--- config.mk ---
export PLATFORM = sky130hd
export DESIGN_NAME = dual_wheel_pi_speed_drive_top_flat
export DESIGN_NICKNAME = d
export VERILOG_FILES = /design/src/rtl/dwpsd_pkg.sv /design/src/rtl/dwpsd_cfg_if.sv /design/src/rtl/dwpsd_in_if.sv /design/src/rtl/dwpsd_out_if.sv /design/src/rtl/dwpsd_pi_wheel.sv /design/src/rtl/dwpsd_bridge.sv /design/src/rtl/dual_wheel_pi_speed_drive_top.sv /design/src/flat_wrapper.sv
export VERILOG_INCLUDE_DIRS = /design/src /design/src/rtl
export SDC_FILE = /design/constraint.sdc
export NUM_CORES = 2
export LEC_CHECK = 0
export BUFFER_PORTS_ARGS = -buffer_cell sky130_fd_sc_hd__buf_4
export CORE_ASPECT_RATIO = 1.25
export CORE_MARGIN = 2
export CORE_UTILIZATION = 52
export DETAILED_ROUTE_END_ITERATION = 8
export MAX_ROUTING_LAYER = met4
export PLACE_DENSITY = 0.72
export SYNTH_ARGS = -nofsm -noshare
export SYNTH_HDL_FRONTEND = slang
export SYNTH_SLANG_ARGS = --single-unit
--- constraint.sdc ---
create_clock -name clk -period 28.3 [get_ports clk]
set_clock_uncertainty 0.05 [all_clocks]
set_input_delay 5.66 -clock clk [delete_from_list [all_inputs] [get_ports clk]]
set_output_delay 5.66 -clock clk [all_outputs]
set_load 0.01 [all_outputs]
--- src/rtl/dual_wheel_pi_speed_drive_top_macros.svh ---
// assertion macros for the two-wheel pi speed drive
// used by the top level; expects clk and rst_n in the including scope
`ifndef DUAL_WHEEL_PI_SPEED_DRIVE_TOP_MACROS_SVH
`define DUAL_WHEEL_PI_SPEED_DRIVE_TOP_MACROS_SVH
`ifndef ASSERT_OFF
`define DWPSD_ASSERT(lbl, expr) \
  lbl: assert property (@(posedge clk) disable iff (!rst_n) (expr)) \
    else $error("dwpsd check failed");
`define DWPSD_ASSERT_NEXT(lbl, ante, cons) \
  lbl: assert property (@(posedge clk) disable iff (!rst_n) (ante) |=> (cons)) \
    else $error("dwpsd check failed");
`else
`define DWPSD_ASSERT(lbl, expr)
`define DWPSD_ASSERT_NEXT(lbl, ante, cons)
`endif
`endif

--- src/rtl/dwpsd_pkg.sv ---
// shared constants, register codes and control structs for the pi speed drive
// no dependencies
package dwpsd_pkg;

  localparam int UPDATE_DIVIDE = 2;
  localparam int DIV_W = (UPDATE_DIVIDE > 1) ? $clog2(UPDATE_DIVIDE) : 1;
  localparam logic [DIV_W-1:0] DIV_LAST = DIV_W'(UPDATE_DIVIDE - 1);

  localparam int SPD_W  = 16;
  localparam int ERR_W  = 11;
  localparam int INT_W  = 23;
  localparam int OUT_W  = 24;
  localparam int DRV_W  = 13;
  localparam int PWM_W  = 12;
  localparam int GAIN_W = 16;
  localparam int Q_SHIFT = 12;

  localparam int CFG_IDX_W  = 3;
  localparam int CFG_DATA_W = 16;

  localparam int ERR_MAX   = 800;
  localparam int INTEG_MAX = 600 * 4096;
  localparam int OUT_MAX   = 999 * 4096;

  localparam logic [1:0] MODE_OPEN   = 2'd0;
  localparam logic [1:0] MODE_CLOSED = 2'd1;
  localparam logic       PID_POS     = 1'b0;
  localparam logic       PID_INC     = 1'b1;

  localparam logic [CFG_IDX_W-1:0] REG_CTRL_MODE   = 3'd0;
  localparam logic [CFG_IDX_W-1:0] REG_PID_MODE    = 3'd1;
  localparam logic [CFG_IDX_W-1:0] REG_PROP_GAIN   = 3'd2;
  localparam logic [CFG_IDX_W-1:0] REG_INTEG_GAIN  = 3'd3;
  localparam logic [CFG_IDX_W-1:0] REG_MOTOR_LIMIT = 3'd4;
  localparam logic [CFG_IDX_W-1:0] REG_LEFT_DIR    = 3'd5;
  localparam logic [CFG_IDX_W-1:0] REG_RIGHT_DIR   = 3'd6;

  localparam logic [PWM_W-1:0] LIMIT_RESET = 12'd999;

  typedef struct packed {
    logic [1:0]        ctrl_mode;
    logic              pid_mode;
    logic [GAIN_W-1:0] prop_gain;
    logic [GAIN_W-1:0] integ_gain;
    logic [PWM_W-1:0]  motor_limit;
    logic              left_dir;
    logic              right_dir;
  } cfg_t;

  typedef struct packed {
    logic              run;
    logic              pid_mode;
    logic [GAIN_W-1:0] kp;
    logic [GAIN_W-1:0] ki;
  } pi_ctrl_t;

  typedef struct packed {
    logic [1:0]       ctrl_mode;
    logic             open_valid;
    logic             locked;
    logic             swap;
    logic [PWM_W-1:0] limit;
    logic             step;
  } drv_ctrl_t;

endpackage

--- src/rtl/dwpsd_cfg_if.sv ---
// configuration write channel: valid, ready, register index and data
// depends on dwpsd_pkg
interface dwpsd_cfg_if;
  logic                                valid;
  logic                                ready;
  logic [dwpsd_pkg::CFG_IDX_W-1:0]     index;
  logic [dwpsd_pkg::CFG_DATA_W-1:0]    data;

  modport source (output valid, output index, output data, input ready);
  modport sink   (input valid, input index, input data, output ready);
endinterface

--- src/rtl/dwpsd_in_if.sv ---
// input tick channel: targets, measured speeds, open-loop command and lock
// depends on dwpsd_pkg
interface dwpsd_in_if;
  logic                                valid;
  logic                                ready;
  logic signed [dwpsd_pkg::SPD_W-1:0]  left_target;
  logic signed [dwpsd_pkg::SPD_W-1:0]  right_target;
  logic signed [dwpsd_pkg::SPD_W-1:0]  left_speed;
  logic signed [dwpsd_pkg::SPD_W-1:0]  right_speed;
  logic                                open_loop_valid;
  logic signed [dwpsd_pkg::DRV_W-1:0]  open_left_pwm;
  logic signed [dwpsd_pkg::DRV_W-1:0]  open_right_pwm;
  logic                                locked;

  modport source (output valid, output left_target, output right_target, output left_speed,
                  output right_speed, output open_loop_valid, output open_left_pwm,
                  output open_right_pwm, output locked, input ready);
  modport sink   (input valid, input left_target, input right_target, input left_speed,
                  input right_speed, input open_loop_valid, input open_left_pwm,
                  input open_right_pwm, input locked, output ready);
endinterface

--- src/rtl/dwpsd_out_if.sv ---
// result channel: bridge channel widths, signed drives and update flag
// depends on dwpsd_pkg
interface dwpsd_out_if;
  logic                                valid;
  logic                                ready;
  logic [dwpsd_pkg::PWM_W-1:0]         right_chan_a;
  logic [dwpsd_pkg::PWM_W-1:0]         right_chan_b;
  logic [dwpsd_pkg::PWM_W-1:0]         left_chan_a;
  logic [dwpsd_pkg::PWM_W-1:0]         left_chan_b;
  logic signed [dwpsd_pkg::DRV_W-1:0]  left_drive;
  logic signed [dwpsd_pkg::DRV_W-1:0]  right_drive;
  logic                                control_ran;

  modport source (output valid, output right_chan_a, output right_chan_b, output left_chan_a,
                  output left_chan_b, output left_drive, output right_drive,
                  output control_ran, input ready);
  modport sink   (input valid, input right_chan_a, input right_chan_b, input left_chan_a,
                  input left_chan_b, input left_drive, input right_drive,
                  input control_ran, output ready);
endinterface

--- src/rtl/dwpsd_pi_wheel.sv ---
// one wheel of the pi controller: error clamp, positional or incremental update
// holds error, integral and output state; depends on dwpsd_pkg
module dwpsd_pi_wheel (
  input  logic                                clk,
  input  logic                                rst_n,
  input  dwpsd_pkg::pi_ctrl_t                 ctrl,
  input  logic signed [dwpsd_pkg::SPD_W-1:0]  target,
  input  logic signed [dwpsd_pkg::SPD_W-1:0]  speed,
  output logic signed [dwpsd_pkg::OUT_W-1:0]  out_q12
);

  localparam int DIFF_W = dwpsd_pkg::SPD_W + 1;
  localparam int DERR_W = dwpsd_pkg::ERR_W + 1;
  localparam int PP_W   = dwpsd_pkg::GAIN_W + 1 + DERR_W;
  localparam int IP_W   = dwpsd_pkg::GAIN_W + 1 + dwpsd_pkg::ERR_W;
  localparam int IS_W   = IP_W + 1;
  localparam int PS_W   = PP_W + 1;
  localparam int NS_W   = PP_W + 2;

  localparam logic signed [DIFF_W-1:0] E_HI = DIFF_W'(dwpsd_pkg::ERR_MAX);
  localparam logic signed [DIFF_W-1:0] E_LO = -DIFF_W'(dwpsd_pkg::ERR_MAX);
  localparam logic signed [IS_W-1:0]   I_HI = IS_W'(dwpsd_pkg::INTEG_MAX);
  localparam logic signed [IS_W-1:0]   I_LO = -IS_W'(dwpsd_pkg::INTEG_MAX);
  localparam logic signed [NS_W-1:0]   O_HI = NS_W'(dwpsd_pkg::OUT_MAX);
  localparam logic signed [NS_W-1:0]   O_LO = -NS_W'(dwpsd_pkg::OUT_MAX);

  logic signed [dwpsd_pkg::ERR_W-1:0] err_r;
  logic signed [dwpsd_pkg::INT_W-1:0] integ_r;
  logic signed [dwpsd_pkg::OUT_W-1:0] out_r;

  logic signed [DIFF_W-1:0]           diff;
  logic signed [dwpsd_pkg::ERR_W-1:0] err_nxt;
  logic signed [DERR_W-1:0]           derr;
  logic signed [DERR_W-1:0]           p_sel;
  logic signed [PP_W-1:0]             p_prod;
  logic signed [IP_W-1:0]             i_prod;
  logic signed [IS_W-1:0]             integ_sum;
  logic signed [dwpsd_pkg::INT_W-1:0] integ_nxt;
  logic signed [PS_W-1:0]             pos_sum;
  logic signed [NS_W-1:0]             inc_sum;
  logic signed [NS_W-1:0]             new_sum;
  logic signed [dwpsd_pkg::OUT_W-1:0] out_nxt;

  always_comb begin
    diff = DIFF_W'(target) - DIFF_W'(speed);
    if (diff > E_HI) begin
      err_nxt = E_HI[dwpsd_pkg::ERR_W-1:0];
    end else if (diff < E_LO) begin
      err_nxt = E_LO[dwpsd_pkg::ERR_W-1:0];
    end else begin
      err_nxt = diff[dwpsd_pkg::ERR_W-1:0];
    end

    derr  = DERR_W'(err_nxt) - DERR_W'(err_r);
    // incremental form scales the error change, positional the error itself
    p_sel = (ctrl.pid_mode == dwpsd_pkg::PID_INC) ? derr : DERR_W'(err_nxt);
    p_prod = $signed({1'b0, ctrl.kp}) * p_sel;
    i_prod = $signed({1'b0, ctrl.ki}) * err_nxt;

    integ_sum = IS_W'(integ_r) + IS_W'(i_prod);
    if (integ_sum > I_HI) begin
      integ_nxt = I_HI[dwpsd_pkg::INT_W-1:0];
    end else if (integ_sum < I_LO) begin
      integ_nxt = I_LO[dwpsd_pkg::INT_W-1:0];
    end else begin
      integ_nxt = integ_sum[dwpsd_pkg::INT_W-1:0];
    end

    pos_sum = PS_W'(integ_nxt) + PS_W'(p_prod);
    inc_sum = NS_W'(out_r) + NS_W'(p_prod) + NS_W'(i_prod);
    new_sum = (ctrl.pid_mode == dwpsd_pkg::PID_INC) ? inc_sum : NS_W'(pos_sum);

    if (new_sum > O_HI) begin
      out_nxt = O_HI[dwpsd_pkg::OUT_W-1:0];
    end else if (new_sum < O_LO) begin
      out_nxt = O_LO[dwpsd_pkg::OUT_W-1:0];
    end else begin
      out_nxt = new_sum[dwpsd_pkg::OUT_W-1:0];
    end

    out_q12 = ctrl.run ? out_nxt : out_r;
  end

  always_ff @(posedge clk) begin
    if (!rst_n) begin
      err_r   <= '0;
      integ_r <= '0;
      out_r   <= '0;
    end else if (ctrl.run) begin
      err_r <= err_nxt;
      out_r <= out_nxt;
      if (ctrl.pid_mode == dwpsd_pkg::PID_POS) begin
        integ_r <= integ_nxt;
      end
    end
  end

endmodule

--- src/rtl/dwpsd_bridge.sv ---
// drive selection, lock, motor limit and h-bridge split for one motor
// holds the last drive for open loop without a command; depends on dwpsd_pkg
module dwpsd_bridge (
  input  logic                                clk,
  input  logic                                rst_n,
  input  dwpsd_pkg::drv_ctrl_t                ctrl,
  input  logic signed [dwpsd_pkg::DRV_W-1:0]  open_pwm,
  input  logic signed [dwpsd_pkg::OUT_W-1:0]  out_q12,
  output logic signed [dwpsd_pkg::DRV_W-1:0]  drive,
  output logic [dwpsd_pkg::PWM_W-1:0]         fwd,
  output logic [dwpsd_pkg::PWM_W-1:0]         rev
);

  localparam int CNT_W = dwpsd_pkg::OUT_W - dwpsd_pkg::Q_SHIFT;
  localparam int DW    = dwpsd_pkg::DRV_W;

  logic signed [DW-1:0]               held_r;
  logic signed [CNT_W-1:0]            cnt_floor;
  logic                               round_up;
  logic signed [DW-1:0]               closed_cnt;
  logic signed [DW-1:0]               sel;
  logic signed [DW-1:0]               lim;
  logic signed [DW-1:0]               drive_nxt;
  logic [dwpsd_pkg::PWM_W-1:0]        mag;
  logic [dwpsd_pkg::PWM_W-1:0]        pos_part;
  logic [dwpsd_pkg::PWM_W-1:0]        neg_part;

  always_comb begin
    // q.12 to counts, truncated toward zero
    cnt_floor  = out_q12[dwpsd_pkg::OUT_W-1:dwpsd_pkg::Q_SHIFT];
    round_up   = out_q12[dwpsd_pkg::OUT_W-1] && (|out_q12[dwpsd_pkg::Q_SHIFT-1:0]);
    closed_cnt = DW'(cnt_floor) + DW'({1'b0, round_up});

    unique case (ctrl.ctrl_mode)
      dwpsd_pkg::MODE_OPEN:   sel = ctrl.open_valid ? open_pwm : held_r;
      dwpsd_pkg::MODE_CLOSED: sel = closed_cnt;
      default:                sel = '0;
    endcase
    if (ctrl.locked) begin
      sel = '0;
    end

    lim = $signed({1'b0, ctrl.limit});
    if (sel > lim) begin
      drive_nxt = lim;
    end else if (sel < -lim) begin
      drive_nxt = -lim;
    end else begin
      drive_nxt = sel;
    end
    drive = drive_nxt;

    mag      = drive_nxt[DW-1] ? dwpsd_pkg::PWM_W'(-drive_nxt)
                               : drive_nxt[dwpsd_pkg::PWM_W-1:0];
    pos_part = drive_nxt[DW-1] ? '0 : mag;
    neg_part = drive_nxt[DW-1] ? mag : '0;
    fwd      = ctrl.swap ? neg_part : pos_part;
    rev      = ctrl.swap ? pos_part : neg_part;
  end

  always_ff @(posedge clk) begin
    if (!rst_n) begin
      held_r <= '0;
    end else if (ctrl.step) begin
      held_r <= drive_nxt;
    end
  end

endmodule

--- src/rtl/dual_wheel_pi_speed_drive_top.sv ---
// two-wheel pi speed drive: an input beat goes through the input register,
// then the result register; throughput one beat per cycle while the result
// side takes beats; each tick's pi update and drive mapping
// sit between those two registers. synchronous active-low reset restores the
// configuration defaults and clears divider, controller and held drive state
`include "dual_wheel_pi_speed_drive_top_macros.svh"
module dual_wheel_pi_speed_drive_top (
  input  logic         clk,
  input  logic         rst_n,
  dwpsd_cfg_if.sink    cfg_chan,
  dwpsd_in_if.sink     in_chan,
  dwpsd_out_if.source  out_chan
);

  dwpsd_pkg::cfg_t cfg_r;

  logic                                in_valid_r;
  logic signed [dwpsd_pkg::SPD_W-1:0]  in_left_target_r;
  logic signed [dwpsd_pkg::SPD_W-1:0]  in_right_target_r;
  logic signed [dwpsd_pkg::SPD_W-1:0]  in_left_speed_r;
  logic signed [dwpsd_pkg::SPD_W-1:0]  in_right_speed_r;
  logic                                in_open_valid_r;
  logic signed [dwpsd_pkg::DRV_W-1:0]  in_open_left_r;
  logic signed [dwpsd_pkg::DRV_W-1:0]  in_open_right_r;
  logic                                in_locked_r;

  logic [dwpsd_pkg::DIV_W-1:0]         div_cnt_r;

  logic                                out_valid_r;
  logic [dwpsd_pkg::PWM_W-1:0]         out_right_chan_a_r;
  logic [dwpsd_pkg::PWM_W-1:0]         out_right_chan_b_r;
  logic [dwpsd_pkg::PWM_W-1:0]         out_left_chan_a_r;
  logic [dwpsd_pkg::PWM_W-1:0]         out_left_chan_b_r;
  logic signed [dwpsd_pkg::DRV_W-1:0]  out_left_drive_r;
  logic signed [dwpsd_pkg::DRV_W-1:0]  out_right_drive_r;
  logic                                out_control_ran_r;

  logic                                adv;
  logic                                closed;
  logic                                run;
  dwpsd_pkg::pi_ctrl_t                 pi_ctrl;
  dwpsd_pkg::drv_ctrl_t                left_ctrl;
  dwpsd_pkg::drv_ctrl_t                right_ctrl;
  logic signed [dwpsd_pkg::OUT_W-1:0]  left_q12;
  logic signed [dwpsd_pkg::OUT_W-1:0]  right_q12;
  logic signed [dwpsd_pkg::DRV_W-1:0]  left_drive;
  logic signed [dwpsd_pkg::DRV_W-1:0]  right_drive;
  logic [dwpsd_pkg::PWM_W-1:0]         left_fwd;
  logic [dwpsd_pkg::PWM_W-1:0]         left_rev;
  logic [dwpsd_pkg::PWM_W-1:0]         right_fwd;
  logic [dwpsd_pkg::PWM_W-1:0]         right_rev;

  // configuration registers
  assign cfg_chan.ready = 1'b1;

  always_ff @(posedge clk) begin
    if (!rst_n) begin
      cfg_r.ctrl_mode   <= dwpsd_pkg::MODE_CLOSED;
      cfg_r.pid_mode    <= dwpsd_pkg::PID_POS;
      cfg_r.prop_gain   <= '0;
      cfg_r.integ_gain  <= '0;
      cfg_r.motor_limit <= dwpsd_pkg::LIMIT_RESET;
      cfg_r.left_dir    <= 1'b0;
      cfg_r.right_dir   <= 1'b0;
    end else if (cfg_chan.valid) begin
      unique case (cfg_chan.index)
        dwpsd_pkg::REG_CTRL_MODE:   cfg_r.ctrl_mode   <= cfg_chan.data[1:0];
        dwpsd_pkg::REG_PID_MODE:    cfg_r.pid_mode    <= cfg_chan.data[0];
        dwpsd_pkg::REG_PROP_GAIN:   cfg_r.prop_gain   <= cfg_chan.data;
        dwpsd_pkg::REG_INTEG_GAIN:  cfg_r.integ_gain  <= cfg_chan.data;
        dwpsd_pkg::REG_MOTOR_LIMIT:
          cfg_r.motor_limit <= cfg_chan.data[dwpsd_pkg::PWM_W-1:0];
        dwpsd_pkg::REG_LEFT_DIR:    cfg_r.left_dir    <= cfg_chan.data[0];
        dwpsd_pkg::REG_RIGHT_DIR:   cfg_r.right_dir   <= cfg_chan.data[0];
        default: ;
      endcase
    end
  end

  // input register: takes a new beat when empty or whenever the held one moves on
  assign adv           = in_valid_r && (!out_valid_r || out_chan.ready);
  assign in_chan.ready = !in_valid_r || adv;

  always_ff @(posedge clk) begin
    if (!rst_n) begin
      in_valid_r <= 1'b0;
    end else if (in_chan.ready) begin
      in_valid_r <= in_chan.valid;
    end
  end

  always_ff @(posedge clk) begin
    if (in_chan.ready && in_chan.valid) begin
      in_left_target_r  <= in_chan.left_target;
      in_right_target_r <= in_chan.right_target;
      in_left_speed_r   <= in_chan.left_speed;
      in_right_speed_r  <= in_chan.right_speed;
      in_open_valid_r   <= in_chan.open_loop_valid;
      in_open_left_r    <= in_chan.open_left_pwm;
      in_open_right_r   <= in_chan.open_right_pwm;
      in_locked_r       <= in_chan.locked;
    end
  end

  // update divider, counts only in closed loop
  assign closed = (cfg_r.ctrl_mode == dwpsd_pkg::MODE_CLOSED);
  assign run    = adv && closed && (div_cnt_r == dwpsd_pkg::DIV_LAST);

  always_ff @(posedge clk) begin
    if (!rst_n) begin
      div_cnt_r <= '0;
    end else if (adv && closed) begin
      div_cnt_r <= run ? '0 : dwpsd_pkg::DIV_W'(div_cnt_r + 1'b1);
    end
  end

  always_comb begin
    pi_ctrl.run      = run;
    pi_ctrl.pid_mode = cfg_r.pid_mode;
    pi_ctrl.kp       = cfg_r.prop_gain;
    pi_ctrl.ki       = cfg_r.integ_gain;

    left_ctrl.ctrl_mode  = cfg_r.ctrl_mode;
    left_ctrl.open_valid = in_open_valid_r;
    left_ctrl.locked     = in_locked_r;
    left_ctrl.swap       = cfg_r.left_dir;
    left_ctrl.limit      = cfg_r.motor_limit;
    left_ctrl.step       = adv;

    right_ctrl       = left_ctrl;
    right_ctrl.swap  = cfg_r.right_dir;
  end

  dwpsd_pi_wheel u_pi_left (
    .clk     (clk),
    .rst_n   (rst_n),
    .ctrl    (pi_ctrl),
    .target  (in_left_target_r),
    .speed   (in_left_speed_r),
    .out_q12 (left_q12)
  );

  dwpsd_pi_wheel u_pi_right (
    .clk     (clk),
    .rst_n   (rst_n),
    .ctrl    (pi_ctrl),
    .target  (in_right_target_r),
    .speed   (in_right_speed_r),
    .out_q12 (right_q12)
  );

  dwpsd_bridge u_bridge_left (
    .clk      (clk),
    .rst_n    (rst_n),
    .ctrl     (left_ctrl),
    .open_pwm (in_open_left_r),
    .out_q12  (left_q12),
    .drive    (left_drive),
    .fwd      (left_fwd),
    .rev      (left_rev)
  );

  dwpsd_bridge u_bridge_right (
    .clk      (clk),
    .rst_n    (rst_n),
    .ctrl     (right_ctrl),
    .open_pwm (in_open_right_r),
    .out_q12  (right_q12),
    .drive    (right_drive),
    .fwd      (right_fwd),
    .rev      (right_rev)
  );

  // result register
  always_ff @(posedge clk) begin
    if (!rst_n) begin
      out_valid_r <= 1'b0;
    end else if (adv) begin
      out_valid_r <= 1'b1;
    end else if (out_chan.ready) begin
      out_valid_r <= 1'b0;
    end
  end

  // left forward is channel a, right forward is channel b
  always_ff @(posedge clk) begin
    if (adv) begin
      out_left_chan_a_r  <= left_fwd;
      out_left_chan_b_r  <= left_rev;
      out_right_chan_b_r <= right_fwd;
      out_right_chan_a_r <= right_rev;
      out_left_drive_r   <= left_drive;
      out_right_drive_r  <= right_drive;
      out_control_ran_r  <= run;
    end
  end

  assign out_chan.valid        = out_valid_r;
  assign out_chan.right_chan_a = out_right_chan_a_r;
  assign out_chan.right_chan_b = out_right_chan_b_r;
  assign out_chan.left_chan_a  = out_left_chan_a_r;
  assign out_chan.left_chan_b  = out_left_chan_b_r;
  assign out_chan.left_drive   = out_left_drive_r;
  assign out_chan.right_drive  = out_right_drive_r;
  assign out_chan.control_ran  = out_control_ran_r;

  `DWPSD_ASSERT_NEXT(a_in_hold, in_valid_r && !adv, in_valid_r)
  `DWPSD_ASSERT_NEXT(a_div_restart, run, div_cnt_r == '0)
  `DWPSD_ASSERT_NEXT(a_lock_zero, adv && in_locked_r, out_left_drive_r == '0 && out_right_drive_r == '0)
  `DWPSD_ASSERT(a_left_one_side, !out_valid_r || out_left_chan_a_r == '0 || out_left_chan_b_r == '0)
  `DWPSD_ASSERT(a_right_one_side, !out_valid_r || out_right_chan_a_r == '0 || out_right_chan_b_r == '0)

endmodule
--- src/flat_wrapper.sv ---
// flat-port wrapper written by rule: the top's interface ports become plain ports
module dual_wheel_pi_speed_drive_top_flat 
  (clk, rst_n, cfg_chan_valid, cfg_chan_index, cfg_chan_data, cfg_chan_ready, in_chan_valid, in_chan_left_target, in_chan_right_target, in_chan_left_speed, in_chan_right_speed, in_chan_open_loop_valid, in_chan_open_left_pwm, in_chan_open_right_pwm, in_chan_locked, in_chan_ready, out_chan_valid, out_chan_right_chan_a, out_chan_right_chan_b, out_chan_left_chan_a, out_chan_left_chan_b, out_chan_left_drive, out_chan_right_drive, out_chan_control_ran, out_chan_ready);
  dwpsd_cfg_if cfg_chan_i ();
  dwpsd_in_if in_chan_i ();
  dwpsd_out_if out_chan_i ();
  input  logic clk;
  input  logic rst_n;
  input wire logic [$bits(cfg_chan_i.valid)-1:0] cfg_chan_valid;
  input wire logic [$bits(cfg_chan_i.index)-1:0] cfg_chan_index;
  input wire logic [$bits(cfg_chan_i.data)-1:0] cfg_chan_data;
  output wire logic [$bits(cfg_chan_i.ready)-1:0] cfg_chan_ready;
  input wire logic [$bits(in_chan_i.valid)-1:0] in_chan_valid;
  input wire logic [$bits(in_chan_i.left_target)-1:0] in_chan_left_target;
  input wire logic [$bits(in_chan_i.right_target)-1:0] in_chan_right_target;
  input wire logic [$bits(in_chan_i.left_speed)-1:0] in_chan_left_speed;
  input wire logic [$bits(in_chan_i.right_speed)-1:0] in_chan_right_speed;
  input wire logic [$bits(in_chan_i.open_loop_valid)-1:0] in_chan_open_loop_valid;
  input wire logic [$bits(in_chan_i.open_left_pwm)-1:0] in_chan_open_left_pwm;
  input wire logic [$bits(in_chan_i.open_right_pwm)-1:0] in_chan_open_right_pwm;
  input wire logic [$bits(in_chan_i.locked)-1:0] in_chan_locked;
  output wire logic [$bits(in_chan_i.ready)-1:0] in_chan_ready;
  output wire logic [$bits(out_chan_i.valid)-1:0] out_chan_valid;
  output wire logic [$bits(out_chan_i.right_chan_a)-1:0] out_chan_right_chan_a;
  output wire logic [$bits(out_chan_i.right_chan_b)-1:0] out_chan_right_chan_b;
  output wire logic [$bits(out_chan_i.left_chan_a)-1:0] out_chan_left_chan_a;
  output wire logic [$bits(out_chan_i.left_chan_b)-1:0] out_chan_left_chan_b;
  output wire logic [$bits(out_chan_i.left_drive)-1:0] out_chan_left_drive;
  output wire logic [$bits(out_chan_i.right_drive)-1:0] out_chan_right_drive;
  output wire logic [$bits(out_chan_i.control_ran)-1:0] out_chan_control_ran;
  input wire logic [$bits(out_chan_i.ready)-1:0] out_chan_ready;
  assign cfg_chan_i.valid = cfg_chan_valid;
  assign cfg_chan_i.index = cfg_chan_index;
  assign cfg_chan_i.data = cfg_chan_data;
  assign cfg_chan_ready = cfg_chan_i.ready;
  assign in_chan_i.valid = in_chan_valid;
  assign in_chan_i.left_target = in_chan_left_target;
  assign in_chan_i.right_target = in_chan_right_target;
  assign in_chan_i.left_speed = in_chan_left_speed;
  assign in_chan_i.right_speed = in_chan_right_speed;
  assign in_chan_i.open_loop_valid = in_chan_open_loop_valid;
  assign in_chan_i.open_left_pwm = in_chan_open_left_pwm;
  assign in_chan_i.open_right_pwm = in_chan_open_right_pwm;
  assign in_chan_i.locked = in_chan_locked;
  assign in_chan_ready = in_chan_i.ready;
  assign out_chan_valid = out_chan_i.valid;
  assign out_chan_right_chan_a = out_chan_i.right_chan_a;
  assign out_chan_right_chan_b = out_chan_i.right_chan_b;
  assign out_chan_left_chan_a = out_chan_i.left_chan_a;
  assign out_chan_left_chan_b = out_chan_i.left_chan_b;
  assign out_chan_left_drive = out_chan_i.left_drive;
  assign out_chan_right_drive = out_chan_i.right_drive;
  assign out_chan_control_ran = out_chan_i.control_ran;
  assign out_chan_i.ready = out_chan_ready;
  dual_wheel_pi_speed_drive_top u_core (.clk(clk), .rst_n(rst_n), .cfg_chan(cfg_chan_i), .in_chan(in_chan_i), .out_chan(out_chan_i));
endmodule
After elaboration in Yosys (flattened, before gate mapping)

Index checks and enable logic that the tools add are counted.
Widths: inputs -> output; s select.

Flip-flop bits (word level): 361
Bits in latches: 0
Bits in writable memories: 0
Bits in read-only memories: 0
Input port bits: 116
Output and inout bits: 78
Logic and storage cells: 143
Memories kept: 0

Add/subtract/negate cells: 18
$mul: 4
Div/mod/pow operators: 0
Order comparisons: 16
Equality and inequality tests: 7
Shifts and indexed selects: 0
Mux-type cells: 41
Bitwise gates (word level): 1
Reductions and logical operators: 23

Operators by type and width:

| operator             | number |
|---|---|
| $mux 12              | 12 |
| $mux 24              | 6 |
| $mux 13              | 8 |
| $mux 23              | 4 |
| $add 30x28->31       | 2 |
| $gt 31x23->1 const B | 2 |
| $lt 31x23->1 const B | 2 |
| $mux 31              | 2 |
| $add 23x29->30       | 2 |
| $add 24x29->30       | 2 |
| $add 23x28->29       | 2 |
| $gt 29x23->1 const B | 2 |
| $lt 29x23->1 const B | 2 |
| $mul 17x12->29       | 2 |
| $mul 17x11->28       | 2 |
| $pmux 13 s2          | 2 |
| $mux 11              | 4 |
| $gt 17x11->1 const B | 2 |
| $lt 17x11->1 const B | 2 |
| $sub 16x16->17       | 2 |
| $add 12x2->13        | 2 |
| $gt 13x13->1         | 2 |
| $lt 13x13->1         | 2 |
| $neg 12->12          | 2 |
| 17 further kinds     | 38 |

Longest topological paths before layout

Word-level depth: 27
Gate-level depth with buffers: 125
Depth with buffers taken out: 120

Modules after synthesis

From an unflattened synthesis, not the netlist that was laid out.

Cells, all modules: 6666
Area total of the unflattened synthesis: 56643.1 um^2

By module, submodules not included:

| module                              | times used | cells each | area each (um^2) |
|---|---|---|---|
| dwpsd_pi_wheel at u_core.u_pi_left  | 1          | 2811       | 22250.1 |
| dwpsd_pi_wheel at u_core.u_pi_right | 1          | 2634       | 21348.0 |
| dual_wheel_pi_speed_drive_top       | 1          | 403        | 7164.4 |
| dwpsd_bridge                        | 2          | 409        | 2940.3 |

Worst setup path before layout

Ideal clock, no wire load.

Kind: register -> register
From: reg u_core.in_right_speed_r[1] (netlist bit)
To: reg u_core.out_right_chan_a_r (netlist bit u_core.out_chan.right_chan_a[10]) (data pin)
Library setup time: 0.270 ns
Data arrival time: 22.243 ns
Required time: 27.980 ns
Setup slack: 5.737 ns
Cell stages (with the launch flop): 114
Path buffers: 6
Cells stage by stage: edfxtp_1 > inv_1 > ha_1 > nor2b_1 > o21ai_0 > nand2b_1 > a21o_1 > a21o_1 > a21o_1 > a21o_1 > a21o_1 > a21o_1 > a21o_1 > a21o_1 > a21o_1 > a21o_1 > a21o_1 > a21oi_1 > [... 78 more ...] > nor2b_1 > o21ai_0 > nand2b_1 > a21oi_1 > nor2_1 > a211oi_1 > nand3_1 > o21ai_1 > clkinv_1 > nand2_1 > nor2_1 > mux2_2 > o32a_1 > nand2b_1 > nor3_1 > nor4bb_1 > xor2_1 > o22ai_1

Longest elaborated chain between the ends: 27

RTL lines:

| what                                     | RTL line                               | text |
|---|---|---|
| start, declared                          | dual_wheel_pi_speed_drive_top.sv:21    | `logic signed [dwpsd_pkg::SPD_W-1:0] in_right_speed_r;` |
| start signal, assigned                   | dual_wheel_pi_speed_drive_top.sv:97    | `in_right_speed_r <= in_chan.right_speed;` |
| $sub 16x16->17 (*)                       | dwpsd_pi_wheel.sv:45                   | `diff = DIFF_W'(target) - DIFF_W'(speed);` |
| $lt 17x11->1                             | dwpsd_pi_wheel.sv:48                   | `end else if (diff < E_LO) begin` |
| $mux 11                                  | dwpsd_pi_wheel.sv:48                   |  |
| $mux 11 (*)                              | dwpsd_pi_wheel.sv:46                   | `if (diff > E_HI) begin` |
| via u_core.u_pi_right.err_nxt, one bit   | dwpsd_pi_wheel.sv:32                   | `logic signed [dwpsd_pkg::ERR_W-1:0] err_nxt;` |
| $mul 17x11->28 (*)                       | dwpsd_pi_wheel.sv:58                   | `i_prod = $signed({1'b0, ctrl.ki}) * err_nxt;` |
| $add 23x28->29 (*)                       | dwpsd_pi_wheel.sv:60                   | `integ_sum = IS_W'(integ_r) + IS_W'(i_prod);` |
| $lt 29x23->1                             | dwpsd_pi_wheel.sv:63                   | `end else if (integ_sum < I_LO) begin` |
| [... 2 more ...]                         | n/a                                    |  |
| via u_core.u_pi_right.integ_nxt, one bit | dwpsd_pi_wheel.sv:38                   | `logic signed [dwpsd_pkg::INT_W-1:0] integ_nxt;` |
| [... 12 more ...]                        | n/a                                    |  |
| $mux 13                                  | dwpsd_bridge.sv:46                     | `end else if (sel < -lim) begin` |
| $mux 13 (*)                              | dwpsd_bridge.sv:44                     | `if (sel > lim) begin` |
| via u_core.right_drive, one bit          | dual_wheel_pi_speed_drive_top.sv:47    | `logic signed [dwpsd_pkg::DRV_W-1:0] right_drive;` |
| $neg 12->12 (*)                          | dwpsd_bridge.sv:53                     | `mag = drive_nxt[DW-1] ? dwpsd_pkg::PWM_W'(-drive_nxt)` |
| $mux 12 (*)                              | dwpsd_bridge.sv:53                     |  |
| $mux 12, on equally long branches        | dwpsd_bridge.sv:56, dwpsd_bridge.sv:55 |  |
| $mux 12 (*)                              | dwpsd_bridge.sv:58                     | `rev = ctrl.swap ? pos_part : neg_part;` |
| via u_core.right_rev, one bit            | dual_wheel_pi_speed_drive_top.sv:51    | `logic [dwpsd_pkg::PWM_W-1:0] right_rev;` |
| end signal, assigned                     | dual_wheel_pi_speed_drive_top.sv:191   | `out_right_chan_a_r <= right_rev;` |
| end, declared                            | dual_wheel_pi_speed_drive_top.sv:30    | `logic [dwpsd_pkg::PWM_W-1:0] out_right_chan_a_r;` |

Mark *: on every way through the listed nets, which the timed path passes. The rest lies on a longest branch.
A chain may end at the register's enable or synchronous reset.

Worst setup path after layout

From: reg u_core.in_right_target_r[0] (netlist bit)
To: reg u_core.out_right_chan_a_r (netlist bit u_core.out_chan.right_chan_a[11]) (data pin)

Longest elaborated chain between the ends: 27

RTL lines:

| what                                     | RTL line                               | text |
|---|---|---|
| start, declared                          | dual_wheel_pi_speed_drive_top.sv:19    | `logic signed [dwpsd_pkg::SPD_W-1:0] in_right_target_r;` |
| start signal, assigned                   | dual_wheel_pi_speed_drive_top.sv:95    | `in_right_target_r <= in_chan.right_target;` |
| $sub 16x16->17 (*)                       | dwpsd_pi_wheel.sv:45                   |  |
| $lt 17x11->1                             | dwpsd_pi_wheel.sv:48                   |  |
| $mux 11                                  | dwpsd_pi_wheel.sv:48                   |  |
| $mux 11 (*)                              | dwpsd_pi_wheel.sv:46                   |  |
| via u_core.u_pi_right.err_nxt, one bit   | dwpsd_pi_wheel.sv:32                   |  |
| $mul 17x11->28 (*)                       | dwpsd_pi_wheel.sv:58                   |  |
| $add 23x28->29 (*)                       | dwpsd_pi_wheel.sv:60                   |  |
| $lt 29x23->1                             | dwpsd_pi_wheel.sv:63                   |  |
| [... 2 more ...]                         | n/a                                    |  |
| via u_core.u_pi_right.integ_nxt, one bit | dwpsd_pi_wheel.sv:38                   |  |
| [... 12 more ...]                        | n/a                                    |  |
| $mux 13                                  | dwpsd_bridge.sv:46                     |  |
| $mux 13 (*)                              | dwpsd_bridge.sv:44                     |  |
| via u_core.right_drive, one bit          | dual_wheel_pi_speed_drive_top.sv:47    |  |
| $neg 12->12 (*)                          | dwpsd_bridge.sv:53                     |  |
| $mux 12 (*)                              | dwpsd_bridge.sv:53                     |  |
| $mux 12, on equally long branches        | dwpsd_bridge.sv:56, dwpsd_bridge.sv:55 |  |
| $mux 12 (*)                              | dwpsd_bridge.sv:58                     |  |
| via u_core.right_rev, one bit            | dual_wheel_pi_speed_drive_top.sv:51    |  |

Marked as above.

==> results.toml <==
[placed_design]
place_ws_ns = 0.693
io_buffer_count = 192
gp_congestion = 1.04
hpwl_um = 141000

[worst_setup_path]
max_stage_delay_ns = 0.58
critPathMaxFanout = 25
required_ns = 28.57
crit_slowest_cell = "fa_1"
worstSetupEndpointType = "flip-flop"
arrival_ns = 26.52
crit_type = "reg2reg"
startpoint_type = "flip-flop"
critical_path.most_common_cell = "a21oi_1"

[clock_network]
clk_latency_ns = 0.67
holdBufCountCts = 0
cts.sinks = 361
clk_pin_slew_ns = 0.06
cts_root_buf = "clkbuf_16"
htreeDepth = 2
numCtsBuffers = 44
cts_tree = "done"
clock_path_buffers = 3

[finish]
n_fill_cell = 9768
multiInputGateArea_um2 = 42500
area_growth_pct = 8.18
final_nets = 8136
register_area_um2 = 8900
drive_gt1_share_pct = 7.33

[sta]
rsz0062_at_grt = "false"
finalHoldViolCount = 0
period_minus_slack_ns = 26.24
setup_viol_count_final = 0
tns_ns = 0
worst_slack_ns = 2.06
maxSlewViolCount = 0
relSlewSlack_pct = 13.5
max_freq_ghz = 0.0381
period_share_pct = 92.7
worst_pin_slew_ns = 1.29

[route]
first_pass_iters = 6
vias_per_cell = 5.91
final_antenna_net_count = 0
route.vias.total = 48900
wirelength_um = 175000
routedWlPerCell_um = 21.2
first_iter_violations = 3708
drc = 0

[synth]
synthTopCellsByArea = "fa_1, ha_1, edfxtp_1, dfxtp_1, inv_1"
syn_nets = 8076
synthFlopType = "dfxtp_1"
synth_cell_type_count = 115
syn_avg_cell_area_um2 = 8.31
synthArstFlopShare_pct = 0
yosys_warnings = 0
synth_edf_count = 167
synth_seq_cells = 361
synth_cells = 6752
netlist_area_um2 = 56100
yosysTopAreaCell = "fa_1"
synth_top_area_share_pct = 21.5
ys_seq_area_share_pct = 15.9

[grt]
grt_pass1_vias = 49300
grt.total_usage_pct = 32.5
grt_max_degree = 111
grt_overflow = 0
antenna_found_initial = 3
grt_pass1_wl_um = 274000

[power]
p_per_area_nw_per_um2 = 46.7
leakage_nw = 28.4
ir_drop_mv = 0.0798

[die]
dieHeight_um = 371
num_rows = 134
io_pins = 194
start_util_pct = 52.5
die_w_um = 298
core-area_um2 = 107000
die_area_um2 = 111000

[run]
cap_violations = 0

[outcome]
outcome = "finished, final reports clean"

[worst_hold_path]
hold_path_class = "reg2reg"
-- layout by cell type (no fill, tap or decap), types with 42 or more instances in the layout --
cell type	count
inv_1	1009
nand2_1	852
ha_1	606
fa_1	602
a21oi_1	449
nor2_1	412
buf_4	292
and2_1	233
xnor2_1	204
dfxtp_1	193
o21ai_0	181
edfxtp_1	167
a21o_1	164
nor2b_1	123
xor2_1	98
o21bai_1	95
nand2b_1	89
nand3_1	85
nor3_1	83
mux2i_1	48
a31oi_1	47
clkbuf_16	46
a211oi_1	44
o21a_1	42
-- sequential cells by signal (all words and copies together), names as in the netlist, 16 cells and up --
| signal | count |
|---|---|
| u_core.u_pi_right.integ_r | 23 |
| u_core.cfg_r | 49 |
| u_core.u_pi_right.out_r | 24 |
| u_core.u_pi_left.integ_r | 23 |
| u_core.in_right_target_r | 16 |
| u_core.in_left_speed_r | 16 |
| u_core.u_pi_left.out_r | 24 |
| u_core.in_right_speed_r | 16 |
| u_core.in_left_target_r | 16 |
-- layout make-up --
class | count | share of cell area [%]
Multi-Input combinational cell | 5088 | 70.0
Sequential cell | 361 | 14.7
Inverter | 1025 | 6.35
Timing Repair Buffer | 292 | 3.61
Tap cell | 1428 | 2.94
Clock buffer | 58 | 2.01
Clock inverter | 24 | 0.453
Antenna cell | 3 | 0.0124
-- layer usage --
metal / wire length (µm) / track usage [%] / vias up
li1: - / - / 22500
met1: 68400 / 38.6 / 23800
met2: 84500 / 54.9 / 2084
met3: 13100 / 4.94 / 512
met4: 9190 / 14.6 / 0
met5: 0 / - / -
-- cell families (layout without fill, tap and decap cells) --
family / after synthesis / in the layout / synth area share [%]
DFF: 361 / 361 / 15.9
xor gates and xnor gates: 302 / 302 / 4.71
buffers and inverters: 1303 / 1399 / 8.81
muxes: 74 / 74 / 1.42
and+or+nand+nor: 2122 / 2122 / 18.0
other: 1 / 4 / 0.00668
AOI/OAI and AO/OA: 1374 / 1374 / 16.1
adders and majority gates: 1215 / 1215 / 35.1
-- cell usage after synthesis (13+ instances only) --
master and instances:
xor2_1 98, nand4_1 41, o2111ai_1 13, o21a_1 42
o21bai_1 95, dfxtp_1 194, nor2_1 416, nand2b_1 90
o22ai_1 34, o211ai_1 40, fa_1 602, and3_1 41
xnor2_1 204, a31oi_1 49, buf_1 14, clkbuf_1 242
and2_1 234, ha_1 606, a211o_1 16, o21ai_0 181
nor3_1 84, a211oi_1 45, mux2_2 18, edfxtp_1 167
nand2_1 853, o31ai_1 36, a21o_1 164, mux2i_1 51
nor4_1 29, inv_1 1012, a21oi_1 456, nor2b_1 123
nand3_1 86, buf_2 15, o21ai_1 25, or3_1 30
or2_2 26
-- stage by stage --
stage                     utilization, %  instance area [µm²]  hold WS [ns]  power (W)  std cells
final                               56.8                60700         0.405    0.00283       8279
after global routing                56.8                60700         0.424    0.00302       8278
after CTS                           56.7                60600         0.404    0.00282       8276
after detailed placement            55.3                59100         0.396    0.00220       8194
after global placement              55.3                59100         0.389    0.00219       8194
after floorplan                        -                56100         0.384    0.00174       6752
-- critical path: cells and delay by family, from the launching register on --
| family | cells | cell delay (ns) |
|---|---|---|
| fa+ha+maj | 13 | 4.41 |
| flops | 1 | 0.35 |
| simple gates | 30 | 6.11 |
| buf+inv | 10 | 1.85 |
| compound gates | 62 | 11.88 |
| mux | 2 | 0.42 |
| xor+xnor | 3 | 0.82 |
-- timing repair --
| action | in CTS | in global routing |
|---|---|---|
| setup buffers | 0 | 0 |
| gates resized for setup | 0 | 16 |
| endpoints found under the setup margin | 0 | 46 |
-- path summary, 6_finish.rpt --
check / startpoint / slack (ns) / depth (start not counted) / to
worst max-delay path: u_core.in_right_target_r[0] / 2.06 / 120 / u_core.out_chan.right_chan_a[11]
worst min-delay path: u_core.u_bridge_right.held_r[9] / 0.40 / 2 / u_core.u_bridge_right.held_r[9]
worst max register to register: u_core.in_right_target_r[0] / 2.06 / 120 / u_core.out_chan.right_chan_a[11]
worst min register to register: u_core.u_bridge_right.held_r[9] / 0.40 / 2 / u_core.u_bridge_right.held_r[9]
-- report_power, final --
part           total (W)  internal [W]  switching (W)
logic            0.00165      0.000601        0.00105
clock network   0.000600      0.000330       0.000270
registers       0.000581      0.000568      0.0000130
No activity file was read; power rests on OpenSTA's default activity.
